$ cat config.mk
export PLATFORM = sky130hd
export DESIGN_NAME = rtc_outq
export DESIGN_NICKNAME = d
export VERILOG_FILES = /design/src/design/rtc_pkg.sv /design/src/design/rtc_outq.sv
export SDC_FILE = /design/constraint.sdc
export NUM_CORES = 1
export LEC_CHECK = 0
export ABC_AREA = 1
export BUFFER_PORTS_ARGS = -buffer_cell sky130_fd_sc_hd__buf_4
export CAP_MARGIN = 15
export CORE_AREA = 3 3 40 42
export DETAILED_ROUTE_END_ITERATION = 8
export DIE_AREA = 0 0 43 45
export PLACE_DENSITY = 0.54
export RECOVER_POWER = 50
export SYNTH_ARGS = -nofsm -noshare
export SYNTH_HDL_FRONTEND = slang
export SYNTH_SLANG_ARGS = --single-unit
$ cat constraint.sdc
create_clock -name clk -period 3.1 [get_ports clk]
set_input_delay 0 -clock clk [delete_from_list [all_inputs] [get_ports clk]]
set_output_delay 0 -clock clk [all_outputs]
set_load 0.005 [all_outputs]
$ cat src/design/rtc_pkg.sv
package rtc_pkg;

	localparam int SIZE_W = 13;
	localparam int ALPHA_W = 8;
	localparam int CFG_IDX_W = 2;

	typedef enum logic [CFG_IDX_W-1:0] {
		REG_IMAGE_WIDTH = 2'd0,
		REG_IMAGE_HEIGHT = 2'd1,
		REG_LINE_CHECK_EN = 2'd2
	} cfg_reg_t;

	localparam logic [SIZE_W-1:0] WIDTH_RESET = 13'd2048;
	localparam logic [SIZE_W-1:0] HEIGHT_RESET = 13'd2048;

	typedef struct packed {
		logic all_transparent;
		logic empty_line_found;
		logic image_ok;
	} result_t;

	localparam int QCNT_W = 2;

endpackage

$ cat src/design/rtc_outq.sv
module rtc_outq (
	input  logic                              clk,
	input  logic                              arst_n,
	input  logic                              enq,
	input  rtc_pkg::result_t                  enq_data,
	input  logic                              deq_ready,
	output logic                              deq_valid,
	output rtc_pkg::result_t                  deq_data,
	output logic [rtc_pkg::QCNT_W-1:0]        count
);

	rtc_pkg::result_t entry_q [2];
	logic wr_ptr_q;
	logic rd_ptr_q;
	logic [rtc_pkg::QCNT_W-1:0] count_q;
	logic deq;

	assign deq_valid = count_q != '0;
	assign deq_data = entry_q[rd_ptr_q];
	assign count = count_q;
	assign deq = deq_valid & deq_ready;

	always_ff @(posedge clk or negedge arst_n) begin
		if (!arst_n) begin
			wr_ptr_q <= 1'b0;
			rd_ptr_q <= 1'b0;
			count_q <= '0;
		end else begin
			if (enq) begin
				wr_ptr_q <= ~wr_ptr_q;
			end
			if (deq) begin
				rd_ptr_q <= ~rd_ptr_q;
			end
			if (enq && !deq) begin
				count_q <= count_q + rtc_pkg::QCNT_W'(1);
			end else if (!enq && deq) begin
				count_q <= count_q - rtc_pkg::QCNT_W'(1);
			end
		end
	end

	always_ff @(posedge clk) begin
		if (enq) begin
			entry_q[wr_ptr_q] <= enq_data;
		end
	end

endmodule

==> metrics.txt <==
status=finished clean; design area=621 um^2; kind of critical path=flop to flop; largest net degree at the start of global routing=7; sequential area share after synthesis=65.3%; first-pass GRT wire length=1.28 mm; Core Area=1280 um^2; Post-DP HPWL=568 um; Post-Route WL=782 um; r2r worst-path depth=8; max cap viols=0; worst min path class=input pin to asynchronous set/reset pin; Least-Margin Pin Slew=268 ps; antenna-violating nets left=0; CTS HTree Levels=1; Nets=73; commonest non-fill, non-tap cells in the layout=nand2_1, clkbuf_4; Final Hold Viols=0; Worst Setup Start Kind=flop; GRT met2 Usage=15.0%; Cell Area, Synth=429 um^2; reg2reg setup slack=1820 ps; Layout Utilization=48.3%; fmax=0.784 GHz; Via Count=343; Netlist cell types=12; Area after DPL=538 um^2; Power Density=809 nW/um^2; CP endpoint kind=flop; Die X=43 um; Slew headroom=82.1%; PostCTS Resize Cnt=0; GRT Overall Usage=9.58%; row count=13; GR peak layer=met2; multi-input logic area=123 um^2; crit path launch=count[0]$_DFFE_PN0P_; Gate Count Post-Synth=42; CTS sink cnt=10; Worst-path clk slew=60 ps; DR DRC count=0; CTS root buf=clkbuf_4; M1 GR Usage=9.90%; launch point of the worst reg-to-reg path=count[0]$_DFFE_PN0P_; Syn Area/Cell=10.2 um^2; crit-path max cell delay=420 ps; CTS Buf Count=3; storage element area=280 um^2; Synth Register Bits=10; initial core utilization=33.4%; maximum clock path buffer count=2; crit-path max FO=4; grt total ovfl=0; share of cells above drive strength 1=26.6%; final setup TNS=0 ps; RSZ-0062 raised after global routing=no; Worst path slowest cell=dfrtp_1; RR Endpoint=count[1]$_DFFE_PN0P_; most common cell after layout, fill and taps aside=nand2_1; Mapped Nets=50; Slew Viols, Final=0; I/O pin cnt=13; DRT iter0 DRCs=1; first drt pass iteration count=4; Yosys warnings=0; Port Buf Inserts=12; number of buffers and inverters on the critical path=2; P&R area growth vs syn=44.6%; maximum vdd drop=0.356 mV; Worst Path Required=3260 ps; Ant. Diodes=0; Wirelength per Cell=9.90 um; crit path DAT=1430 ps; GP Congestion=0.673; Die Area=1940 um^2; Clock Latency Late Sink=260 ps; vias in the first global route=309; CP Cell Sequence=inv_2 > nand2_2 > nand2_2 > ha_1 > inv_1 > nand3_1 > nand2_1 > nand2_1; hold-fix buffers at CTS=6; fill count=121; CTS tree=done; Via density=4.34; die height=45 um; period utilisation layout=41.1%; initial antenna violation count=0; Final Skew=5.71 ps; Final setup viols=0; cell family with most CP delay=flip-flops; Post CTS Setup Buffer Count=0; Tmin final=1280 ps; Leak=0.000306 uW; met3 Use GR=5.98%
flip-flops by register name (all words and copies together), names as in the netlist:
| name | count |
|---|---|
| entry_q | 6 |
| count | 2 |
| rd_ptr_q | 1 |
| wr_ptr_q | 1 |
through the flow:
step	setup slack (ps)	cells	hold slack, ps	power (uW)
2_1_floorplan	1880	42	-296	322
3_3_place_gp	1850	69	-197	414
3_5_place_dp	1840	69	-198	415
4_1_cts	1830	79	63.7	511
5_1_grt	1710	79	130	545
6_report	1820	79	103	502
power by group:
| part | switching (uW) | internal [uW] | leakage, uW |
|---|---|---|---|
| Clock | 41.7 | 46.4 | 0.0000154 |
| Sequential | 34.4 | 187 | 0.000104 |
| Combinational | 94.0 | 98.6 | 0.000187 |
| Total | 170 | 332 | 0.000306 |
synthesized netlist by cell type (all sizes together):
cell | n | area (um^2)
ha | 1 | 12.5
xnor2 | 1 | 8.76
nand2 | 18 | 72.6
nand3 | 2 | 10.0
dfrtp | 4 | 100
inv | 7 | 26.3
nor2 | 1 | 3.75
edfxtp | 6 | 180
xor2 | 1 | 8.76
nand4 | 1 | 6.26
cell type report:
| type | instances | area share, % |
|---|---|---|
| repair buffers | 18 | 23.6 |
| clock inverters | 1 | 0.605 |
| clock buffers | 3 | 3.63 |
| inverters | 7 | 4.23 |
| flip-flops and latches | 10 | 45.2 |
| multi-input cells | 25 | 19.8 |
| well taps | 15 | 3.02 |
worst max path at each step:
stage	endpoint	cells after the start
global route	count[1]$_DFFE_PN0P_	8
global placement	count[1]$_DFFE_PN0P_	8
CTS	count[1]$_DFFE_PN0P_	8
floorplan	count[1]$_DFFE_PN0P_	8
detailed placement	count[1]$_DFFE_PN0P_	8
finish	count[1]$_DFFE_PN0P_	8
per-layer routing:
layer	routed length [um]	part of all wire, %
met1	334	43
met2	373	48
met3	64	8.2
met4	9	1.2
met5	0	0
cell families (layout without fill, tap and decap cells):
logic type	Yosys count	in the layout	share of synthesized area, %
buf+inv	7	29	6.12
xor+xnor	2	2	4.08
flops	10	10	65.3
simple gates	22	22	21.6
fa+ha+maj	1	1	2.91
No activity file was read; power rests on OpenSTA's default activity.
